File: src/rtl/q15_linear_gain_ramp_defines.svh
// Assertion macros shared by the q15_linear_gain_ramp RTL.
// Expects clk and rst_n in the scope of each use.
`ifndef Q15_LINEAR_GAIN_RAMP_DEFINES_SVH
`define Q15_LINEAR_GAIN_RAMP_DEFINES_SVH

// Check a property on every rising edge outside reset.
`define Q15LGR_ASSERT(lbl, prop, msg) \
  lbl: assert property (@(posedge clk) disable iff (!rst_n) prop) else $error(msg);

// Check a property on every rising edge, reset included.
`define Q15LGR_ASSERT_ALWAYS(lbl, prop, msg) \
  lbl: assert property (@(posedge clk) prop) else $error(msg);

`endif

File: src/rtl/q15lgr_pkg.sv
// Shared widths, reset values, register indexes and types of the Q15 gain ramp.
// No dependencies.
`timescale 1ns / 1ps

package q15lgr_pkg;

  localparam int SAMPLE_W   = 16;
  localparam int GAIN_W     = 16;
  localparam int SHIFT_W    = 5;
  localparam int BLEN_W     = 13;
  localparam int CFG_ADDR_W = 2;
  localparam int CFG_DATA_W = 16;
  localparam int ACC_W      = 32;
  localparam int FRAC_BITS  = 15;
  localparam int DIVD_W     = 31;
  localparam int DIV_STEPS  = DIVD_W;
  localparam int DIV_CNT_W  = $clog2(DIV_STEPS);

  localparam int MAX_BLOCK_DEF = 4096;

  localparam logic [GAIN_W-1:0]  GAIN_START_RST = 16'h7FFF;
  localparam logic [GAIN_W-1:0]  GAIN_END_RST   = 16'h7FFF;
  localparam logic [SHIFT_W-1:0] POST_SHIFT_RST = 5'd0;
  localparam logic [BLEN_W-1:0]  BLOCK_LEN_RST  = 13'd1024;

  typedef enum logic [CFG_ADDR_W-1:0] {
    REG_GAIN_START = 2'd0,
    REG_GAIN_END   = 2'd1,
    REG_POST_SHIFT = 2'd2,
    REG_BLOCK_LEN  = 2'd3
  } cfg_reg_t;

  typedef struct packed {
    logic busy;
    logic done;
  } div_stat_t;

endpackage

File: src/rtl/q15lgr_div.sv
// Restoring divider, one quotient bit per cycle, for the per-block ramp step.
// Depends on q15lgr_pkg and q15_linear_gain_ramp_defines.svh.
`timescale 1ns / 1ps
`include "q15_linear_gain_ramp_defines.svh"

module q15lgr_div #(
  parameter int DVS_W = 12
) (
  input  logic                         clk,
  input  logic                         rst_n,
  input  logic                         start,
  input  logic [q15lgr_pkg::DIVD_W-1:0] dividend,
  input  logic [DVS_W-1:0]             divisor,
  output logic [q15lgr_pkg::DIVD_W-1:0] quotient,
  output q15lgr_pkg::div_stat_t        stat
);
  import q15lgr_pkg::*;

  logic                 busy_r;
  logic                 done_r;
  logic [DIV_CNT_W-1:0] cnt_r;
  logic [DVS_W-1:0]     rem_r;
  logic [DVS_W-1:0]     dvs_r;
  logic [DIVD_W-1:0]    quo_r;

  logic [DVS_W:0]       trial;
  logic                 ge;
  logic [DVS_W:0]       diff;
  logic [DVS_W-1:0]     rem_nxt;
  logic [DIVD_W-1:0]    quo_nxt;

  always_comb begin
    trial   = {rem_r, quo_r[DIVD_W-1]};
    ge      = (trial >= {1'b0, dvs_r});
    diff    = trial - {1'b0, dvs_r};
    rem_nxt = ge ? diff[DVS_W-1:0] : trial[DVS_W-1:0];
    quo_nxt = {quo_r[DIVD_W-2:0], ge};
  end

  always_ff @(posedge clk) begin
    if (!rst_n) begin
      busy_r <= 1'b0;
      done_r <= 1'b0;
      cnt_r  <= '0;
    end else begin
      done_r <= 1'b0;
      if (start) begin
        busy_r <= 1'b1;
        cnt_r  <= '0;
        rem_r  <= '0;
        quo_r  <= dividend;
        dvs_r  <= divisor;
      end else if (busy_r) begin
        rem_r <= rem_nxt;
        quo_r <= quo_nxt;
        cnt_r <= cnt_r + 1'b1;
        if (cnt_r == DIV_CNT_W'(DIV_STEPS - 1)) begin
          busy_r <= 1'b0;
          done_r <= 1'b1;
        end
      end
    end
  end

  assign quotient  = quo_r;
  assign stat.busy = busy_r;
  assign stat.done = done_r;

  `Q15LGR_ASSERT(a_start_idle, start |-> !busy_r, "divider started while busy")
  `Q15LGR_ASSERT(a_done_after_busy, done_r |-> $past(busy_r), "done without a running division")
  `Q15LGR_ASSERT_ALWAYS(a_rst_quiet, !rst_n |=> (!busy_r && !done_r), "divider active after reset")

endmodule

File: src/rtl/q15_linear_gain_ramp.sv
// Q15 linear gain ramp: top level with sequencer, multiplier and output register.
// Depends on q15lgr_pkg, q15lgr_div and q15_linear_gain_ramp_defines.svh.
//
// Each sample is multiplied by a Q15 gain that ramps from gain_start toward
// gain_end over block_length samples, shifted right by 15 - post_shift (floor)
// and saturated to 16 bits; out_tlast marks the last sample of each block. A
// sample is multiplied on accept; the registered product is then shifted and
// saturated into the output register. For the first sample of every block the
// ramp step is found by a bit-serial divider before the sample completes. The
// input stalls while a sample is in flight; a finished sample waits in the
// output register and does not block acceptance of the next one. gain_start,
// gain_end and block_length take effect at the next block start; post_shift
// takes effect at once. Write registers only while the block is idle.
`timescale 1ns / 1ps
`include "q15_linear_gain_ramp_defines.svh"

module q15_linear_gain_ramp #(
  parameter int MAX_BLOCK = q15lgr_pkg::MAX_BLOCK_DEF
) (
  input  logic                                clk,
  input  logic                                rst_n,
  input  logic                                in_tvalid,
  output logic                                in_tready,
  input  logic [q15lgr_pkg::SAMPLE_W-1:0]     in_tdata,   // [15:0] sample_in
  output logic                                out_tvalid,
  input  logic                                out_tready,
  output logic [q15lgr_pkg::SAMPLE_W-1:0]     out_tdata,  // [15:0] sample_out
  output logic                                out_tlast,
  input  logic                                cfg_wr_en,
  input  logic [q15lgr_pkg::CFG_ADDR_W-1:0]   cfg_addr,
  input  logic [q15lgr_pkg::CFG_DATA_W-1:0]   cfg_wdata
);
  import q15lgr_pkg::*;

  localparam int LEN_W = $clog2(MAX_BLOCK + 1);
  localparam int DVS_W = LEN_W - 1;
  localparam int CMP_W = (LEN_W > BLEN_W) ? LEN_W : BLEN_W;
  localparam int LEN_RST = (MAX_BLOCK < 1024) ? MAX_BLOCK : 1024;

  typedef enum logic [1:0] {
    S_IDLE,
    S_DIV,
    S_RES
  } state_t;

  typedef enum logic [1:0] {
    DIR_HOLD,
    DIR_UP,
    DIR_DOWN
  } dir_t;

  state_t                    state_r;
  logic signed [GAIN_W-1:0]  cfg_gain_start_r;
  logic signed [GAIN_W-1:0]  cfg_gain_end_r;
  logic [SHIFT_W-1:0]        cfg_post_shift_r;
  logic [BLEN_W-1:0]         cfg_block_len_r;

  logic signed [GAIN_W-1:0]  blk_start_r;
  dir_t                      blk_dir_r;
  logic [LEN_W-1:0]          blk_len_r;
  logic [LEN_W-1:0]          pos_r;
  logic                      phase_r;
  logic [ACC_W-1:0]          accum_r;
  logic [ACC_W-1:0]          step_r;
  logic signed [GAIN_W-1:0]  gain_r;
  logic signed [ACC_W-1:0]   prod_r;

  logic                      out_tvalid_r;
  logic [SAMPLE_W-1:0]       out_tdata_r;
  logic                      out_tlast_r;

  logic                      accept;
  logic                      blk_first;
  logic signed [SAMPLE_W-1:0] in_sample;
  logic signed [GAIN_W-1:0]  gain_mul;
  logic signed [ACC_W-1:0]   prod_nxt;
  logic [CMP_W-1:0]          len_raw;
  logic [CMP_W-1:0]          len_clamp;
  logic [LEN_W-1:0]          len_nxt;
  logic [GAIN_W:0]           diff_full;
  logic [FRAC_BITS-1:0]      diff_sat;
  dir_t                      dir_nxt;
  logic [DIVD_W-1:0]         div_dividend;
  logic [DIVD_W-1:0]         div_quotient;
  div_stat_t                 div_stat;

  logic [SHIFT_W:0]          shift_k;
  logic signed [ACC_W-1:0]   shifted;
  logic [SAMPLE_W-1:0]       sat_nxt;
  logic [ACC_W-1:0]          accum_nxt;
  logic [GAIN_W-1:0]         gain_off;
  logic signed [GAIN_W-1:0]  gain_nxt;
  logic [LEN_W-1:0]          pos_inc;
  logic                      last_nxt;
  logic                      out_load;

  assign in_tready = (state_r == S_IDLE);
  assign accept    = in_tvalid && in_tready;
  assign blk_first = (pos_r == '0);
  assign in_sample = in_tdata;

  always_comb begin
    gain_mul = blk_first ? cfg_gain_start_r : gain_r;
    prod_nxt = in_sample * gain_mul;

    len_raw = CMP_W'(cfg_block_len_r);
    if (len_raw < CMP_W'(2)) begin
      len_clamp = CMP_W'(2);
    end else if (len_raw > CMP_W'(MAX_BLOCK)) begin
      len_clamp = CMP_W'(MAX_BLOCK);
    end else begin
      len_clamp = len_raw;
    end
    len_nxt = LEN_W'(len_clamp);

    if (cfg_gain_end_r > cfg_gain_start_r) begin
      dir_nxt   = DIR_UP;
      diff_full = (GAIN_W+1)'(cfg_gain_end_r) - (GAIN_W+1)'(cfg_gain_start_r);
    end else if (cfg_gain_end_r < cfg_gain_start_r) begin
      dir_nxt   = DIR_DOWN;
      diff_full = (GAIN_W+1)'(cfg_gain_start_r) - (GAIN_W+1)'(cfg_gain_end_r);
    end else begin
      dir_nxt   = DIR_HOLD;
      diff_full = '0;
    end
    diff_sat     = (diff_full > (GAIN_W+1)'(32767)) ? '1 : diff_full[FRAC_BITS-1:0];
    div_dividend = {diff_sat, 16'd0};
  end

  always_comb begin
    shift_k = (SHIFT_W+1)'(FRAC_BITS) - {cfg_post_shift_r[SHIFT_W-1], cfg_post_shift_r};
    shifted = prod_r >>> shift_k[SHIFT_W-1:0];
    if (shifted > 32'sd32767) begin
      sat_nxt = 16'h7FFF;
    end else if (shifted < -32'sd32768) begin
      sat_nxt = 16'h8000;
    end else begin
      sat_nxt = shifted[SAMPLE_W-1:0];
    end

    accum_nxt = accum_r + step_r;
    gain_off  = accum_nxt[ACC_W-1:ACC_W-GAIN_W];
    case (blk_dir_r)
      DIR_UP:   gain_nxt = blk_start_r + signed'(gain_off);
      DIR_DOWN: gain_nxt = blk_start_r - signed'(gain_off);
      default:  gain_nxt = blk_start_r;
    endcase

    pos_inc  = pos_r + 1'b1;
    last_nxt = (pos_inc >= blk_len_r);
    out_load = (state_r == S_RES) && (!out_tvalid_r || out_tready);
  end

  q15lgr_div #(
    .DVS_W(DVS_W)
  ) u_div (
    .clk      (clk),
    .rst_n    (rst_n),
    .start    (accept && blk_first),
    .dividend (div_dividend),
    .divisor  (len_nxt[LEN_W-1:1]),
    .quotient (div_quotient),
    .stat     (div_stat)
  );

  always_ff @(posedge clk) begin
    if (!rst_n) begin
      state_r          <= S_IDLE;
      cfg_gain_start_r <= GAIN_START_RST;
      cfg_gain_end_r   <= GAIN_END_RST;
      cfg_post_shift_r <= POST_SHIFT_RST;
      cfg_block_len_r  <= BLOCK_LEN_RST;
      blk_start_r      <= GAIN_START_RST;
      blk_dir_r        <= DIR_HOLD;
      blk_len_r        <= LEN_W'(LEN_RST);
      pos_r            <= '0;
      phase_r          <= 1'b0;
      accum_r          <= '0;
      step_r           <= '0;
      gain_r           <= GAIN_START_RST;
      out_tvalid_r     <= 1'b0;
    end else begin
      if (cfg_wr_en) begin
        case (cfg_reg_t'(cfg_addr))
          REG_GAIN_START: cfg_gain_start_r <= cfg_wdata;
          REG_GAIN_END:   cfg_gain_end_r   <= cfg_wdata;
          REG_POST_SHIFT: cfg_post_shift_r <= cfg_wdata[SHIFT_W-1:0];
          REG_BLOCK_LEN:  cfg_block_len_r  <= cfg_wdata[BLEN_W-1:0];
          default: ;
        endcase
      end

      if (out_tvalid_r && out_tready && !out_load) begin
        out_tvalid_r <= 1'b0;
      end

      case (state_r)
        S_IDLE: begin
          if (accept) begin
            prod_r <= prod_nxt;
            if (blk_first) begin
              blk_start_r <= cfg_gain_start_r;
              blk_dir_r   <= dir_nxt;
              blk_len_r   <= len_nxt;
              gain_r      <= cfg_gain_start_r;
              accum_r     <= '0;
              phase_r     <= 1'b0;
              state_r     <= S_DIV;
            end else begin
              state_r <= S_RES;
            end
          end
        end
        S_DIV: begin
          if (div_stat.done) begin
            step_r  <= {1'b0, div_quotient};
            state_r <= S_RES;
          end
        end
        S_RES: begin
          if (out_load) begin
            out_tvalid_r <= 1'b1;
            out_tdata_r  <= sat_nxt;
            out_tlast_r  <= last_nxt;
            if (phase_r) begin
              accum_r <= accum_nxt;
              gain_r  <= gain_nxt;
            end
            phase_r <= last_nxt ? 1'b0 : !phase_r;
            pos_r   <= last_nxt ? '0 : pos_inc;
            state_r <= S_IDLE;
          end
        end
        default: state_r <= S_IDLE;
      endcase
    end
  end

  assign out_tvalid = out_tvalid_r;
  assign out_tdata  = out_tdata_r;
  assign out_tlast  = out_tlast_r;

  `Q15LGR_ASSERT(a_one_in_flight, accept |=> !in_tready, "second sample taken while busy")
  `Q15LGR_ASSERT(a_pos_range, pos_r < blk_len_r, "sample position beyond block length")
  `Q15LGR_ASSERT(a_last_wraps, (out_tvalid && out_tlast) |-> (pos_r == '0), "block end did not wrap")
  `Q15LGR_ASSERT(a_div_in_seq, div_stat.done |-> (state_r == S_DIV), "step ready outside division")

endmodule
File: config.mk
export PLATFORM = sky130hd
export DESIGN_NAME = q15_linear_gain_ramp
export DESIGN_NICKNAME = d
export VERILOG_FILES = /design/src/rtl/q15lgr_pkg.sv /design/src/rtl/q15lgr_div.sv /design/src/rtl/q15_linear_gain_ramp.sv
export VERILOG_INCLUDE_DIRS = /design/src /design/src/rtl
export SDC_FILE = /design/constraint.sdc
export NUM_CORES = 2
export LEC_CHECK = 0
export BUFFER_PORTS_ARGS = -buffer_cell sky130_fd_sc_hd__buf_2
export CELL_PAD_IN_SITES_DETAIL_PLACEMENT = 1
export CELL_PAD_IN_SITES_GLOBAL_PLACEMENT = 2
export CORE_MARGIN = 8
export CORE_UTILIZATION = 35
export CTS_CLUSTER_SIZE = 10
export DETAILED_ROUTE_END_ITERATION = 7
export PLACE_DENSITY = 0.82
export REMOVE_ABC_BUFFERS = 1
export SYNTH_ARGS = -nofsm -noshare
export SYNTH_HDL_FRONTEND = slang
export SYNTH_HIERARCHICAL = 1
export SYNTH_SLANG_ARGS = --single-unit
File: constraint.sdc
create_clock -name clk -period 7.3 [get_ports clk]
set_input_delay 0.73 -clock clk [delete_from_list [all_inputs] [get_ports clk]]
set_output_delay 0.73 -clock clk [all_outputs]
set_load 0.02 [all_outputs]
* Word-level counts from Yosys, hierarchy flattened
Index checks and enable logic that the tools add are counted.
Word-level totals: flip-flop bits (word level) 288, input bits 39, word-level logic and storage cells 131, output and inout bits 19
Cells by class: order comparisons 9, eq/ne operators 13, multiply operators 1, multiplexer cells 41, reduce and logical (&&, ||, !) cells 31, shift-type cells 1, bitwise gates (word level) 2, $add $sub $neg 9
Operators with widths (count):
- 32-bit two-way mux | 4
- 16-bit two-way mux | 5
- 16-bit case mux with 2 select lines | 2
- 32-bit case mux with 2 select lines | 1
- 31-bit two-way mux | 2
- 13-bit two-way mux | 3
- 17-bit two-way mux | 2
- 16-bit by 16-bit subtractor with 17-bit output | 2
- 32-bit by 31-bit adder with 32-bit output | 1
- 32-bit by 16-bit greater-than comparator with 1-bit output (second input constant) | 1
- 32-bit by 16-bit less-than comparator with 1-bit output (second input constant) | 1
- 16-bit by 16-bit multiplier with 32-bit output | 1
- 32-bit by 5-bit >>> shifter with 32-bit output | 1
- 12-bit two-way mux | 2
- 17-bit by 15-bit greater-than comparator with 1-bit output (second input constant) | 1
- 16-bit adder | 1
- 16-bit greater-than comparator | 1
- 16-bit less-than comparator | 1
- 2-bit AND reduction | 8
- 16-bit subtractor | 1
- 15-bit two-way mux | 1
- 13-bit by 1-bit adder with 13-bit output (second input constant) | 1
- 13-bit by 12-bit greater-or-equal comparator with 1-bit output | 1
- 13-bit greater-or-equal comparator | 1
- 26 further kinds | 62

* Longest topological paths before layout
depth in word-level cells 8, gate-level depth with buffers 35, depth with buffers taken out 34

* By module
The synthesis kept the hierarchy.
Modules (own cells, without submodules):
- q15_linear_gain_ramp | area each 24581.1 um^2, times used 1, cells each 2877, seq. area each 5014.8 um^2
- q15lgr_div | area each 3179.3 um^2, times used 1, cells each 245, seq. area each 1791.7 um^2

* Least setup slack after synthesis
Ideal clock, no wire load.
kind reg-to-reg, start register pos_r[0], end register prod_r[31], data pin, buffers on the path 2, stages on the path, launching flop included 33, setup time 0.259 ns, required time 7.041 ns, arrival 7.198 ns, slack -0.157 ns, period minus slack after synthesis 7.457 ns, cells stage by stage dfxtp_1 inv_1 ha_1 nor4b_1 nand3_1 clkbuf_1 o21ai_1 clkbuf_1 nand2_1 fa_1 inv_1 fa_1 inv_1 fa_1 inv_1 fa_1 fa_1 inv_1 fa_1 inv_1 ha_1 a21o_1 a21o_1 a21oi_1 o21ai_0 o21ai_0 o21ai_0 a21oi_1 o21bai_1 a21oi_1 o21ba_2 a21oi_1 xnor2_1
Between the ends: cells in the longest elaborated chain, start to end 3
RTL lines:
- start, declared | line q15_linear_gain_ramp.sv:61 | logic [LEN_W-1:0] pos_r;
- start signal, assigned | line q15_linear_gain_ramp.sv:230 | pos_r <= last_nxt ? '0 : pos_inc;
- 13-bit logical NOT | line q15_linear_gain_ramp.sv:99 | assign blk_first = (pos_r == '0);
- 16-bit two-way mux
- 16-bit by 16-bit multiplier with 32-bit output | line q15_linear_gain_ramp.sv:104 | prod_nxt = in_sample * gain_mul;
- net prod_nxt[31] | line q15_linear_gain_ramp.sv:76 | logic signed [ACC_W-1:0] prod_nxt;
- end signal, assigned | line q15_linear_gain_ramp.sv:200 | prod_r <= prod_nxt;
- end, declared | line q15_linear_gain_ramp.sv:66 | logic signed [ACC_W-1:0] prod_r;
The timed path passes the listed nets, and every way through them passes these cells. A chain may end at the register's enable or synchronous reset.

* Worst setup path after layout
start register pos_r[0], end register prod_r[29], data pin
The elaborated chain is that of the path after synthesis.

==> impl_metrics.csv <==
group,metric,value,unit
worst_setup_path,required,7.61,ns
routing,routed_wl,81600,µm
placement,pre_cts_slack,-0.312,ns
floorplan,die_w,298,µm
routing,remaining_drc_errors,0,
worst_setup_path,r2r_cells,32,
placement,gp_congestion,0.846,
final_layout,multi_input_area,19300,µm²
hold_path,holdPathStages,3,
timing,tightest_slew,1.14,ns
routing,firstDrtPassIters,5,
routing,route.vias.total,22200,
routing,drtAntennaViolNets,0,
timing,drv_slew,0,
routing,wire_per_inst,18.8,µm
floorplan,core_area,78700,µm²
timing,final-hold-violation-count,0,
worst_setup_path,max_stage_delay,0.54,ns
timing,max_freq,136,MHz
timing,rsz0062_at_grt,"yes",
timing,setup_violations,1,
timing,setup_tns,-0.0312,ns
clocking,clock_path_buffers,3,
placement,place_area,29900,µm²
job,max_cap_violations,0,
final_layout,seqCellArea,6810,µm²
hold_path,min_from,"cfg_wdata[14]",
placement,dpl.hpwl,62700,µm
floorplan,chipHeight,298,µm
floorplan,std_cell_rows,103,
routing,drt_iter0_drc,1104,
worst_setup_path,endpoint_kind,"flop",
final_layout,final_nets,3750,
hold_path,min_to,"cfg_gain_end_r[14]$_SDFFE_PN1P_",
clocking,cts.clk_slew.worst_paths,0.06,ns
worst_setup_path,path_max_fanout,6,
synthesis,syn_inst,3121,
clocking,clk_latency,0.58,ns
synthesis,ys.warnings.count,6,
final_layout,drive_gt1_frac,0.142,
outcome,status,"finished, violations left",
synthesis,synthesis.area,27800,µm²
synthesis,avgSynthCellArea,8.89,µm²
global_route,grt_first_pass_wirelength,130000,µm
clocking,cts_made_buffers,40,
worst_setup_path,cp_common_cell,"fa_1",
worst_setup_path,crit_path_top_delay_cell,"fa_1",
worst_setup_path,timing.rr.end,"prod_r[29]$_DFFE_PP_",
global_route,antenna_found_initial,2,
global_route,grt.overflow.total,0,
floorplan,dieArea,88600,µm²
timing,period_share,1.00,
worst_setup_path,arrival,7.64,ns
worst_setup_path,critPathBufInv,9,
timing,relSlewSlack,0.242,
worst_setup_path,r2r_start,"pos_r[0]$_SDFFE_PN0P_",
placement,port_buffers,57,
worst_setup_path,crit_type,"flop to flop",
global_route,grt_pass1_vias,23700,
timing,skew,0.0220,ns
worst_setup_path,crit_family,"adder cells",
final_layout,num_antenna_cells,0,
worst_setup_path,crit_start,"pos_r[0]$_SDFFE_PN0P_",
worst_setup_path,r2r_slack,-0.03,ns
timing,hold_ws,0.402,ns
floorplan,initial_core_util,0.352,
timing,fin_crit,7.33,ns
worst_setup_path,start_kind,"flop",
clocking,cts_tree,"built",
global_route,grt_use_total,0.177,
floorplan,ioPinCount,58,
final_layout,design_area,31900,µm²
clocking,htree_levels,2,
timing,worst_slack,-0.0312,ns
clocking,root_buffer,"clkbuf_16",
hold_path,hold_path_class,"input pin to flop",
global_route,grt_max_degree,85,
outcome,failed_checks,"negative setup slack",
final_layout,area_growth,15.0,%
clocking,cts.sinks,288,
routing,viasPerCell,5.13,
final_layout,fillCellCount,9070,
-- routing by layer --
metal	wire length [µm]	up-vias	global-route usage
met5	7	-	0
met4	1880	2	0.0410
met3	1990	92	0.0170
met2	40300	276	0.310
met1	37400	11200	0.235
li1	-	10600	-
-- worst max-delay path by stage --
stage               slack (ns)                    to  depth (start not counted)
floorplan                -0.73  prod_r[31]$_DFFE_PP_                         28
global placement         -0.17  prod_r[31]$_DFFE_PP_                         29
detailed placement       -0.31  prod_r[31]$_DFFE_PP_                         31
CTS                     -0.003  prod_r[30]$_DFFE_PP_                         30
global route             -0.27  prod_r[29]$_DFFE_PP_                         36
finish                   -0.03  prod_r[29]$_DFFE_PP_                         32
-- area by class of cell --
type | instances | area share
tap | 1050 | 0.0412
inverter | 415 | 0.0488
clock inverter | 15 | 0.00600
multi-input combinational | 2285 | 0.605
sequential | 288 | 0.213
clock buffer | 56 | 0.0345
timing repair buffer | 223 | 0.0512
-- stage by stage --
stage,util,cells
after floorplan,-,2988
after global placement,0.380,4239
after detailed placement,0.380,4239
after CTS,0.398,4310
after global routing,0.405,4332
final,0.405,4332
-- worst min-delay path, cell delays in order --
cell and delay (ns):
buf_2 0.09, nand2_1 0.04, o211ai_1 0.08
-- layout by cell type, fill, tap and decap left out, types with 38 or more instances in the layout --
cell and count:
edfxtp_1 104, xnor2_1 78, a21oi_1 144, buf_2 58, xor2_1 38, buf_4 146
dfxtp_1 181, a21boi_0 56, nor2_1 138, ha_1 176, clkbuf_16 42, nor2b_1 80
and2_1 118, inv_1 399, nand2_1 423, fa_1 258, mux2i_1 54, o21ai_0 119
mux2_2 46, o211ai_1 83
-- sequential cells by signal, indices dropped and copies added (netlist names) --
name	count
pos_r	13
prod_r	32
u_div/dvs_r	12
blk_dir_r	2
u_div/quotient	31
phase_r	1
step_r	31
accum_r	32
gain_r	16
u_div/done_r	1
blk_len_r	13
state_r	2
cfg_post_shift_r	5
cfg_block_len_r	13
out_tlast	1
u_div/cnt_r	5
cfg_gain_end_r	16
cfg_gain_start_r	16
out_tdata	16
u_div/busy_r	1
u_div/rem_r	12
out_tvalid	1
blk_start_r	16
-- what timing repair did --
action,CTS,global route
setup endpoints to repair,8,9
hold buffers,0,0
resized for setup,18,103
setup buffers,0,14
pin swaps,0,74
gates cloned,0,8
Power is not shown: default switching activity piles up to over one toggle a cycle in this logic, so the estimate is an artifact.
